File: src/rtl/core/rmlr_pkg.sv
// Shared types and constants for the recursive midpoint line rasterizer.
// No dependencies; every rmlr module refers to this package by scoped names.
`timescale 1ns / 1ps

package rmlr_pkg;

    localparam int COORD_W     = 6;
    localparam int COORD_MAX   = 63;
    localparam int STACK_DEPTH = 8;
    localparam int MAX_POINTS  = 64;
    localparam int CNT_W       = $clog2(MAX_POINTS + 1);
    localparam int IN_W        = 4 * COORD_W;
    localparam int OUT_W       = 16;

    typedef logic [COORD_W-1:0] coord_t;

    // Packed so that sx sits in the lowest bits, as on the input word.
    typedef struct packed {
        coord_t ey;
        coord_t sy;
        coord_t ex;
        coord_t sx;
    } seg_t;

    typedef enum logic [0:0] {
        ST_IDLE,
        ST_RUN
    } state_t;

    typedef struct packed {
        logic load;
        logic step;
    } cmd_t;

    typedef struct packed {
        logic done;
        logic out_free;
    } sts_t;

endpackage

File: src/rtl/core/rmlr_ctrl.sv
// Sequencer for the midpoint line rasterizer: accepts a segment, then steps
// the datapath once per subdivision node until it reports the last word.
// Depends on rmlr_pkg.
`timescale 1ns / 1ps

module rmlr_ctrl
(
    input  logic            clk,
    input  logic            rst_n,
    input  logic            s_tvalid,
    output logic            s_tready,
    input  rmlr_pkg::sts_t  sts,
    output rmlr_pkg::cmd_t  cmd
);

    rmlr_pkg::state_t state_reg;
    rmlr_pkg::state_t state_next;

    always_ff @(posedge clk or negedge rst_n)
    begin
        if (!rst_n)
        begin
            state_reg <= rmlr_pkg::ST_IDLE;
        end
        else
        begin
            state_reg <= state_next;
        end
    end

    always_comb
    begin
        state_next = state_reg;
        unique case (state_reg)
            rmlr_pkg::ST_IDLE:
            begin
                if (s_tvalid)
                begin
                    state_next = rmlr_pkg::ST_RUN;
                end
            end
            rmlr_pkg::ST_RUN:
            begin
                if (sts.out_free && sts.done)
                begin
                    state_next = rmlr_pkg::ST_IDLE;
                end
            end
            default:
            begin
                state_next = rmlr_pkg::ST_IDLE;
            end
        endcase
    end

    always_comb
    begin
        s_tready = 1'b0;
        cmd      = '0;
        unique case (state_reg)
            rmlr_pkg::ST_IDLE:
            begin
                s_tready = 1'b1;
                cmd.load = s_tvalid;
            end
            rmlr_pkg::ST_RUN:
            begin
                cmd.step = sts.out_free;
            end
            default:
            begin
                s_tready = 1'b0;
            end
        endcase
    end

    a_step_only_in_run: assert property (@(posedge clk) disable iff (!rst_n)
        cmd.step |-> state_reg == rmlr_pkg::ST_RUN)
        else $error("step issued outside RUN");

    a_load_enters_run: assert property (@(posedge clk) disable iff (!rst_n)
        cmd.load |=> state_reg == rmlr_pkg::ST_RUN)
        else $error("load did not start a run");

    a_done_returns_idle: assert property (@(posedge clk) disable iff (!rst_n)
        (cmd.step && sts.done) |=> state_reg == rmlr_pkg::ST_IDLE)
        else $error("final step did not return to IDLE");

endmodule

File: src/rtl/core/rmlr_datapath.sv
// Datapath of the midpoint line rasterizer: current segment, stack of
// pending lower halves, point counter and the output word register.
// Depends on rmlr_pkg.
`timescale 1ns / 1ps

module rmlr_datapath
#(
    parameter int STACK_DEPTH = rmlr_pkg::STACK_DEPTH
)
(
    input  logic                          clk,
    input  logic                          rst_n,
    input  logic [rmlr_pkg::IN_W-1:0]     s_tdata,
    input  logic                          m_tready,
    output logic                          m_tvalid,
    output logic [rmlr_pkg::OUT_W-1:0]    m_tdata,
    output logic                          m_tlast,
    output logic                          m_tuser,
    input  rmlr_pkg::cmd_t                cmd,
    output rmlr_pkg::sts_t                sts
);

    localparam int LVL_W = $clog2(STACK_DEPTH + 1);
    localparam int IDX_W = $clog2(STACK_DEPTH);

    rmlr_pkg::seg_t               stack_mem [STACK_DEPTH];

    rmlr_pkg::seg_t               cur_reg;
    rmlr_pkg::seg_t               cur_next;
    logic                         err_reg;
    logic                         err_next;
    logic [LVL_W-1:0]             level_reg;
    logic [LVL_W-1:0]             level_next;
    logic [rmlr_pkg::CNT_W-1:0]   count_reg;
    logic [rmlr_pkg::CNT_W-1:0]   count_next;
    logic                         out_valid_reg;
    logic                         out_valid_next;
    rmlr_pkg::coord_t             out_x_reg;
    rmlr_pkg::coord_t             out_x_next;
    rmlr_pkg::coord_t             out_y_reg;
    rmlr_pkg::coord_t             out_y_next;
    logic                         out_last_reg;
    logic                         out_last_next;
    logic                         out_err_reg;
    logic                         out_err_next;

    rmlr_pkg::seg_t               in_seg;
    rmlr_pkg::seg_t               raw_seg;
    rmlr_pkg::seg_t               lower_seg;
    rmlr_pkg::seg_t               upper_seg;
    rmlr_pkg::coord_t             mx;
    rmlr_pkg::coord_t             my;
    logic [LVL_W-1:0]             level_dec;
    logic                         leaf;
    logic                         at_end;
    logic                         push;

    function automatic rmlr_pkg::coord_t clamp(input rmlr_pkg::coord_t v);
        rmlr_pkg::coord_t r;
        r = v;
        if (v > rmlr_pkg::COORD_W'(rmlr_pkg::COORD_MAX))
        begin
            r = rmlr_pkg::COORD_W'(rmlr_pkg::COORD_MAX);
        end
        return r;
    endfunction

    assign raw_seg   = rmlr_pkg::seg_t'(s_tdata);
    assign in_seg.sx = clamp(raw_seg.sx);
    assign in_seg.ex = clamp(raw_seg.ex);
    assign in_seg.sy = clamp(raw_seg.sy);
    assign in_seg.ey = clamp(raw_seg.ey);

    assign mx = rmlr_pkg::COORD_W'(({1'b0, cur_reg.sx} + {1'b0, cur_reg.ex}) >> 1);
    assign my = rmlr_pkg::COORD_W'(({1'b0, cur_reg.sy} + {1'b0, cur_reg.ey}) >> 1);

    assign lower_seg = '{ey: my, sy: cur_reg.sy, ex: mx, sx: cur_reg.sx};
    assign upper_seg = '{ey: cur_reg.ey, sy: my, ex: cur_reg.ex, sx: mx};

    assign leaf      = (cur_reg.sx == mx) && (cur_reg.sy == my);
    assign at_end    = (level_reg == '0) ||
                       (count_reg == rmlr_pkg::CNT_W'(rmlr_pkg::MAX_POINTS - 1));
    assign level_dec = level_reg - 1'b1;
    assign push      = cmd.step && !err_reg && !leaf &&
                       (level_reg < LVL_W'(STACK_DEPTH));

    assign sts.done     = err_reg || (leaf && at_end);
    assign sts.out_free = !out_valid_reg || m_tready;

    always_comb
    begin
        cur_next       = cur_reg;
        err_next       = err_reg;
        level_next     = level_reg;
        count_next     = count_reg;
        out_valid_next = out_valid_reg && !m_tready;
        out_x_next     = out_x_reg;
        out_y_next     = out_y_reg;
        out_last_next  = out_last_reg;
        out_err_next   = out_err_reg;

        if (cmd.load)
        begin
            cur_next   = in_seg;
            err_next   = (in_seg.sx > in_seg.ex) || (in_seg.sy > in_seg.ey);
            level_next = '0;
            count_next = '0;
        end
        else if (cmd.step)
        begin
            if (err_reg)
            begin
                out_valid_next = 1'b1;
                out_x_next     = '0;
                out_y_next     = '0;
                out_last_next  = 1'b1;
                out_err_next   = 1'b1;
            end
            else if (leaf)
            begin
                out_valid_next = 1'b1;
                out_x_next     = mx;
                out_y_next     = my;
                out_last_next  = at_end;
                out_err_next   = 1'b0;
                count_next     = count_reg + 1'b1;
                if (!at_end)
                begin
                    level_next = level_dec;
                    cur_next   = stack_mem[level_dec[IDX_W-1:0]];
                end
            end
            else
            begin
                if (push)
                begin
                    level_next = level_reg + 1'b1;
                end
                cur_next = upper_seg;
            end
        end
    end

    always_ff @(posedge clk)
    begin
        if (push)
        begin
            stack_mem[level_reg[IDX_W-1:0]] <= lower_seg;
        end
    end

    always_ff @(posedge clk or negedge rst_n)
    begin
        if (!rst_n)
        begin
            cur_reg       <= '0;
            err_reg       <= 1'b0;
            level_reg     <= '0;
            count_reg     <= '0;
            out_valid_reg <= 1'b0;
        end
        else
        begin
            cur_reg       <= cur_next;
            err_reg       <= err_next;
            level_reg     <= level_next;
            count_reg     <= count_next;
            out_valid_reg <= out_valid_next;
        end
    end

    always_ff @(posedge clk)
    begin
        out_x_reg    <= out_x_next;
        out_y_reg    <= out_y_next;
        out_last_reg <= out_last_next;
        out_err_reg  <= out_err_next;
    end

    assign m_tvalid = out_valid_reg;
    assign m_tdata  = {{(rmlr_pkg::OUT_W - 2 * rmlr_pkg::COORD_W){1'b0}}, out_y_reg, out_x_reg};
    assign m_tlast  = out_last_reg;
    assign m_tuser  = out_err_reg;

    a_level_bounded: assert property (@(posedge clk) disable iff (!rst_n)
        level_reg <= LVL_W'(STACK_DEPTH))
        else $error("stack level beyond depth");

    a_count_bounded: assert property (@(posedge clk) disable iff (!rst_n)
        count_reg <= rmlr_pkg::CNT_W'(rmlr_pkg::MAX_POINTS))
        else $error("point count beyond limit");

    a_error_word_alone: assert property (@(posedge clk) disable iff (!rst_n)
        (m_tvalid && m_tuser) |-> (m_tlast && m_tdata == '0))
        else $error("error word carries a point or is not last");

    a_pop_only_nonempty: assert property (@(posedge clk) disable iff (!rst_n)
        (cmd.step && !err_reg && leaf && !at_end) |-> level_reg != '0)
        else $error("pop from empty stack");

endmodule

File: src/rtl/core/recursive_midpoint_line_raster.sv
// Top level of the recursive midpoint line rasterizer.
// Joins rmlr_ctrl and rmlr_datapath; depends on rmlr_pkg.
//
// Usage:
//   The slave channel (s_*) takes one segment word per handshake; the
//   master channel (m_*) returns the plotted points of that segment, from
//   near the end point down to the start point, the end point excluded.
//   m_tlast marks the final word of a segment. A segment whose start lies
//   above its end on either axis returns a single word with m_tuser set,
//   m_tlast set and zero coordinates. Coordinates above COORD_MAX are
//   saturated on entry.
//   Throughput: the segment is loaded, then the datapath takes one
//   subdivision node per cycle while the output register is free, with a
//   single midpoint step per node; an out-of-order segment gives its
//   error word at its first step.
//   s_tready is high only while no segment is in work; the next segment is
//   taken while the final word still waits in the output register.
//   When m_tready is low and a word is held, that word holds and the datapath waits.
//   Reset (rst_n low) empties the output register and returns to idle.
`timescale 1ns / 1ps

module recursive_midpoint_line_raster
#(
    parameter int STACK_DEPTH = rmlr_pkg::STACK_DEPTH
)
(
    input  logic                          clk,
    input  logic                          rst_n,
    input  logic                          s_tvalid,
    output logic                          s_tready,
    // start_x[5:0], end_x[11:6], start_y[17:12], end_y[23:18]
    input  logic [rmlr_pkg::IN_W-1:0]     s_tdata,
    output logic                          m_tvalid,
    input  logic                          m_tready,
    // point_x[5:0], point_y[11:6], zero fill [15:12]
    output logic [rmlr_pkg::OUT_W-1:0]    m_tdata,
    output logic                          m_tlast,
    // order_error[0]
    output logic                          m_tuser
);

    rmlr_pkg::cmd_t cmd;
    rmlr_pkg::sts_t sts;

    rmlr_ctrl u_ctrl
    (
        .clk      (clk),
        .rst_n    (rst_n),
        .s_tvalid (s_tvalid),
        .s_tready (s_tready),
        .sts      (sts),
        .cmd      (cmd)
    );

    rmlr_datapath
    #(
        .STACK_DEPTH (STACK_DEPTH)
    )
    u_datapath
    (
        .clk      (clk),
        .rst_n    (rst_n),
        .s_tdata  (s_tdata),
        .m_tready (m_tready),
        .m_tvalid (m_tvalid),
        .m_tdata  (m_tdata),
        .m_tlast  (m_tlast),
        .m_tuser  (m_tuser),
        .cmd      (cmd),
        .sts      (sts)
    );

endmodule

File: config.mk
export PLATFORM = sky130hd
export DESIGN_NAME = recursive_midpoint_line_raster
export DESIGN_NICKNAME = d
export VERILOG_FILES = /design/src/rtl/core/rmlr_pkg.sv /design/src/rtl/core/rmlr_ctrl.sv /design/src/rtl/core/rmlr_datapath.sv /design/src/rtl/core/recursive_midpoint_line_raster.sv
export SDC_FILE = /design/constraint.sdc
export NUM_CORES = 1
export LEC_CHECK = 0
export ABC_AREA = 0
export BUFFER_PORTS_ARGS = -buffer_cell sky130_fd_sc_hd__buf_2
export CAP_MARGIN = 30
export CORE_MARGIN = 1.5
export CORE_UTILIZATION = 60
export CTS_CLUSTER_DIAMETER = 150
export DETAILED_ROUTE_END_ITERATION = 16
export GPL_TIMING_DRIVEN = 0
export PLACE_DENSITY = 0.78
export SLEW_MARGIN = 20
export SYNTH_ARGS = -nofsm -noshare
export SYNTH_HDL_FRONTEND = slang
export SYNTH_SLANG_ARGS = --single-unit
File: constraint.sdc
create_clock -name clk -period 6.35 [get_ports clk]
set_clock_uncertainty 0.1 [all_clocks]
set_input_delay 0.3175 -clock clk [delete_from_list [all_inputs] [get_ports clk]]
set_output_delay 0.3175 -clock clk [all_outputs]
set_load 0.05 [all_outputs]
==> results of run 1 <==
[logic make-up (layout without fill, tap and decap cells)]
family          count (synthesis)  in the layout
xor+xnor                       16             16
flops                         244            244
simple gates                  161            161
mux                            77             77
buf+inv                        77            192
compound gates                110            110
fa+ha+maj                      27             27
other cells                     1              4
[layer usage]
layer | up-vias | share of wire | GRT usage
li1 | 2948 | - | -
met1 | 3383 | 0.39 | 0.373
met2 | 271 | 0.52 | 0.481
met3 | 56 | 0.066 | 0.0423
met4 | 0 | 0.028 | 0.0926
met5 | - | 0 | 0
[timing repair]
action                                 in CTS  in global routing
endpoints found under the hold margin      48                  0
hold buffers                               11                  0
setup endpoints to repair                   0                  0
[cell type report]
cell class / count / area [µm²]
clock buffers: 32 / 672
plain buffers: 51 / 236
multi-input cells: 395 / 3490
clock inverters: 12 / 114
flip-flops and latches: 244 / 7140
well taps: 229 / 287
fillers: 1162 / 5300
repair buffers: 71 / 567
inverters: 26 / 97.6
[power groups by stage]
stage                     registers [W]  logic (W)  clock network [W]
final                           0.00269    0.00318            0.00141
after global routing            0.00272    0.00341            0.00148
after CTS                       0.00268    0.00313            0.00142
after detailed placement        0.00272    0.00310                  0
after global placement          0.00270    0.00294                  0
after floorplan                 0.00280    0.00205                  0
[worst max-delay path, delay by kind of cell (launching register included)]
family                   cells  cell delay [ns]
adder cells (fa/ha/maj)      1             0.46
AND/OR/NAND/NOR              5             1.63
flip-flops                   1             0.53
buffers and inverters        3             0.68
AO/OA/AOI/OAI                3             1.11
[layout by cell type, fill, tap and decap left out, drive strengths merged, types with 10 or more instances in the layout]
cell	n
o21ai	20
mux2i	17
a31oi	16
dfrtp	38
mux4	48
buf	75
nand2	30
mux2	12
edfxtp	206
nor2b	13
ha	25
inv	26
nand2b	10
a22oi	12
clkbuf	68
a21oi	36
nor2	54
dlygate4sd3	11
[worst max path at each step]
| stage | from | cells after the start | end | slack [ns] |
|---|---|---|---|---|
| finish | u_datapath.cur_reg[0] | 12 | u_datapath.stack_mem[1][19] | 1.53 |
| global route | u_datapath.cur_reg[0] | 12 | u_datapath.stack_mem[1][8] | 1.30 |
| CTS | u_datapath.cur_reg[0] | 12 | u_datapath.stack_mem[1][6] | 1.56 |
| detailed placement | u_datapath.cur_reg[0] | 11 | u_datapath.out_x_reg[1] | 1.60 |
| global placement | u_datapath.cur_reg[0] | 10 | u_datapath.stack_mem[0][8] | -0.81 |
| floorplan | u_datapath.cur_reg[0] | 10 | u_datapath.stack_mem[1][0] | 1.29 |
[metrics by stage]
stage          hold slack, ns  TNS, ns  setup WS (ns)  utilization  area (µm²)
2_1_floorplan         -0.0781        0           1.29            -       10900
3_5_place_dp            0.377        0           1.60        0.651       11700
6_report              0.00627        0           1.53        0.704       12600
3_3_place_gp            0.367   -35.57         -0.810        0.637       11400
4_1_cts               0.00159        0           1.56        0.701       12600
5_1_grt                0.0142        0           1.30        0.704       12600
==> flow_summary.toml, run 1 <==
[layout]
syn_to_final_growth_pct = 15.7
antenna_cells = 0
largest_reg_flops = 192
final_nets = 868
drive_gt1_frac = 0.226
finalNonFillerCells = 1060

[hold_path]
hold_end = "u_datapath.cur_reg[2]"
min_path_cells = 3
holdCritStartpoint = "s_tdata[2]"
hold_path_class = "input pin to flip-flop"

[power_and_ir_drop]
power.switching_w = 0.00282
swShare = 0.387
clockPowerShare = 0.193
combPwrFrac = 0.437
power_frac_seq = 0.370
power_leakage_nw = 4.52
p_int_w = 0.00446
ir_drop_v = 0.000372
power_density_nw_per_um2 = 578
power_w = 0.00728

[synthesis]
ys_top_cells_by_count = "206 x edfxtp_1, 54 x nor2_1, 48 x mux4_2"
ys_seq_area_frac = 0.655
ys_warn_count = 0
netlist_instances = 713
yosysMostFrequentCell = "edfxtp_1"
synth-compound-area-share = 0.0634
synth.area.top_cells = "edfxtp_1 57%, mux4_2 9.9%, dfrtp_1 8.7%"
synthSimpleGateAreaFrac = 0.0767
yosys.area.top_type_share = 0.568
ys.flop_type = "edfxtp_1"
synth_top_family_by_area = "multiplexers"
synth_cell_types = 62
synthMuxAreaShare = 0.127
synth_edf_count = 206
synthAdderAreaFrac = 0.0324
ys_seq_elements = 244
synthArstFlopShare = 0.156
synth.avg_cell_area_um2 = 15.3
synthXorXnorAreaFrac = 0.0141
yosys.area.top_type = "edfxtp_1"
netlist_area_um2 = 10900

[setup_path]
r2r-start = "u_datapath.cur_reg[0]"
crit_chain = "and2_1 -> fa_1 -> a211oi_1 -> nor2_1 -> a2111o_1 -> o2111ai_1 -> nor3_2 -> buf_6 -> or4_1 -> nor3_2 -> buf_4 -> buf_4"
rrSetupSlack_ns = 1.53
crit_fanout = 12
reg2reg_depth = 12
critPathSlowestCell = "or4_1"
cp.required_ns = 6.47
reg2reg_to = "u_datapath.stack_mem[1][19]"
startpoint_type = "flip-flop"
critPathKind = "flip-flop to flip-flop"
cp-end-kind = "flip-flop"
critPathMaxStageDelay_ns = 0.60
arrival_ns = 4.95

[clock_network]
htree_levels = 1
clock_path_buffers = 3
cts-root-buf = "clkbuf_16"
cts_num_sinks = 244
worstSkewPairLatency_ns = 0.52
cts_resized = 0
clk_pin_slew_ns = 0.06
cts_tree = "done"
cts_buffers = 24
cts_setup_buffers = 0

[sta]
rsz0062_at_grt = "false"
period_share = 0.759
slew_violations = 0
setup_violations = 0
fmax_ghz = 0.207
hold_violations = 0
slew-limit-headroom = 0.363
fin_crit_ns = 4.82
tightest_slew_ns = 0.948

[floorplanning]
pin_count = 48
coreArea_um2 = 17900
fp-row-count = 49
dieWidth_um = 138
initial_core_util = 0.609
fp.dieArea_um2 = 19000
die_h_um = 138

[route]
wl_mm = 25.5
drc = 0
ant_nets = 0
viasPerCell = 6.28
wire_per_inst_um = 24.1
drt_first_iter_violations = 496
firstDrtPassIters = 5
vias = 6658

[grt]
grt_overflow = 0
grt_pass1_vias = 6681
grt_max_degree = 39
grt_usage = 0.281
grt_pass1_wl_mm = 38.4
grt_antenna_before_repair = 0

[outcome]
status = "complete, no violations"

[job]
maxCapViolCount = 0

[placed_design]
dp_cells = 1001
port_buffers = 43
globalplace.congestion = 0.960
detailed_place_hpwl_mm = 17.5
Note: power is estimated with default switching activity, not from simulation.
==> run 2: changes to the inputs <==
==> constraint.sdc (replaced) <==
create_clock -name clk -period 4.85 [get_ports clk]
set_clock_uncertainty 0.1 [all_clocks]
set_input_delay 0.2425 -clock clk [delete_from_list [all_inputs] [get_ports clk]]
set_output_delay 0.2425 -clock clk [all_outputs]
set_load 0.05 [all_outputs]
==> flow_summary.toml, run 2 (synthesis gave the netlist of run 1 again) <==
[setup_path]
startpoint_type = "flip-flop"
r2r-start = "u_datapath.cur_reg[0]"
worst-path-buf-inv = 2
cp-end-kind = "flip-flop"
critPathKind = "flip-flop to flip-flop"
crit_fanout = 13
critPathMaxStageDelay_ns = 0.61
startpoint = "u_datapath.cur_reg[0]"
crit_chain = "and2_1 -> fa_1 -> a211oi_1 -> nor2_1 -> a2111o_1 -> o2111ai_1 -> nor3_2 -> buf_6 -> or4_1 -> nor2_4 -> buf_16"
cp_top_family = "simple AND/OR/NAND/NOR gates"
critPathSlowestCell = "or4_1"
cp.required_ns = 4.96
arrival_ns = 4.71

[route]
drc = 0
viasPerCell = 6.28
wire_per_inst_um = 24.0
drt_first_iter_violations = 694
vias = 6736
wl_mm = 25.7
ant_nets = 0
firstDrtPassIters = 5

[floorplanning]
fp-row-count = 49
coreArea_um2 = 17900
dieWidth_um = 138
pin_count = 48
fp.dieArea_um2 = 19000
die_h_um = 138
initial_core_util = 0.609

[layout]
antenna_cells = 0
multiInputGateArea_um2 = 3510
postLayoutCellArea_um2 = 12900
final_common_cell = "edfxtp_1"
fill_cells = 1109
finalNonFillerCells = 1073
syn_to_final_growth_pct = 18.2
final_cell_mix = "206 x edfxtp_1, 48 x mux4_2, 47 x nor2_1, 47 x buf_2"
drive_gt1_frac = 0.217
final_nets = 882
largest_reg_flops = 192
seqCellArea_um2 = 7140

[sta]
slew-limit-headroom = 0.322
setup_ws_ns = 0.259
period_share = 0.947
rsz0062_at_grt = "true"
tightest_slew_ns = 1.01
fmax_ghz = 0.218
hold_violations = 0
slew_violations = 0
fin_crit_ns = 4.59
setup_violations = 0

[placed_design]
detailed_place_hpwl_mm = 17.8
placed_cell_area_um2 = 11700
dp_cells = 999
dp_slack_ns = 0.0756
globalplace.congestion = 0.951
port_buffers = 43

[clock_network]
clock_path_buffers = 3
cts_tree = "done"
cts_buffers = 24
cts-root-buf = "clkbuf_16"
worstSkewPairLatency_ns = 0.51
htree_levels = 1
clk_pin_slew_ns = 0.07
cts_num_sinks = 244

[hold_path]
hold_path_class = "input pin to asynchronous set/reset pin"

[power_and_ir_drop]
ir_drop_v = 0.000465
power_density_nw_per_um2 = 752
power_leakage_nw = 4.61

[outcome]
status = "complete, no violations"

[job]
maxCapViolCount = 0

[grt]
grt_pass1_vias = 6488
grt_antenna_before_repair = 0
grt_usage = 0.280
grt_pass1_wl_mm = 38.0
grt_overflow = 0
grt_max_degree = 39
run 2: cell types whose count changed in the layout (fill, tap and decap cells not counted), moves of 3 or more:
cell           before  now
clkinv_2            7    2
buf_12              6    2
buf_16              1    6
dlygate4sd3_1      11   25
buf_8               0    4
clkbuf_1           41   38
clkinv_1            1    8
bufinv_16           2    5
buf_4              12    7
run 2: through the flow:
step | power (W) | hold slack [ns] | util | setup TNS [ns]
6_report | 0.00968 | 0.0177 | 0.719 | 0
5_1_grt | 0.0101 | 0.0361 | 0.719 | -0.0170
4_1_cts | 0.00959 | 0.00923 | 0.715 | 0
3_5_place_dp | 0.00761 | 0.310 | 0.654 | 0
3_3_place_gp | 0.00737 | 0.300 | 0.638 | -168.18
2_1_floorplan | 0.00635 | -0.153 | - | 0
run 2: routing by layer:
layer | vias to the layer above | share of wire | global-route usage
met5 | - | 0 | 0
met4 | 0 | 0.030 | 0.0885
met3 | 63 | 0.070 | 0.0394
met2 | 294 | 0.50 | 0.470
met1 | 3397 | 0.40 | 0.383
li1 | 2982 | - | -
run 2: final cells by class:
cell class | count | area share
clock buffers | 27 | 0.0492
repair buffers | 85 | 0.0606
well taps | 229 | 0.0222
flip-flops and latches | 244 | 0.554
inverters | 26 | 0.00758
multi-input cells | 395 | 0.272
clock inverters | 16 | 0.0154
plain buffers | 51 | 0.0184
run 2: worst reg2reg max path, stage by stage, from the launching register on:
cell and delay, ns:
dfrtp_1 0.52, and2_1 0.26, fa_1 0.46, a211oi_1 0.43, nor2_1 0.18, a2111o_1 0.45, o2111ai_1 0.18, nor3_2 0.13
buf_6 0.17, or4_1 0.62, nor2_4 0.57, buf_16 0.23
run 2: path summary, 6_finish.rpt:
kind / slack, ns / depth (start not counted) / endpoint
hold reg to reg: 0.41 / 2 / u_datapath.m_tvalid
min in group clk: 0.03 / 3 / u_datapath.cur_reg[20]
setup reg to reg: 0.26 / 11 / u_datapath.stack_mem[5][0]
setup / recovery: 0.26 / 11 / u_datapath.stack_mem[5][0]
hold / removal: 0.02 / 2 / u_datapath.count_reg[1]
max in group asynchronous: 4.19 / 3 / u_datapath.cur_reg[4]
run 2: timing repair:
action                                  CTS  global route
hold endpoints to repair                 62             0
hold buffers                             25             0
endpoints found under the setup margin    0            16
setup buffers                             0             1
gates resized for setup                   0             1
run 2: where the power goes:
part	leakage [nW]	internal, W	total [W]	switching, W
clock	0.406	0.00120	0.00195	0.000751
sequential	2.32	0.00322	0.00353	0.000309
combinational	1.89	0.00158	0.00420	0.00262
total	4.61	0.00600	0.00968	0.00368
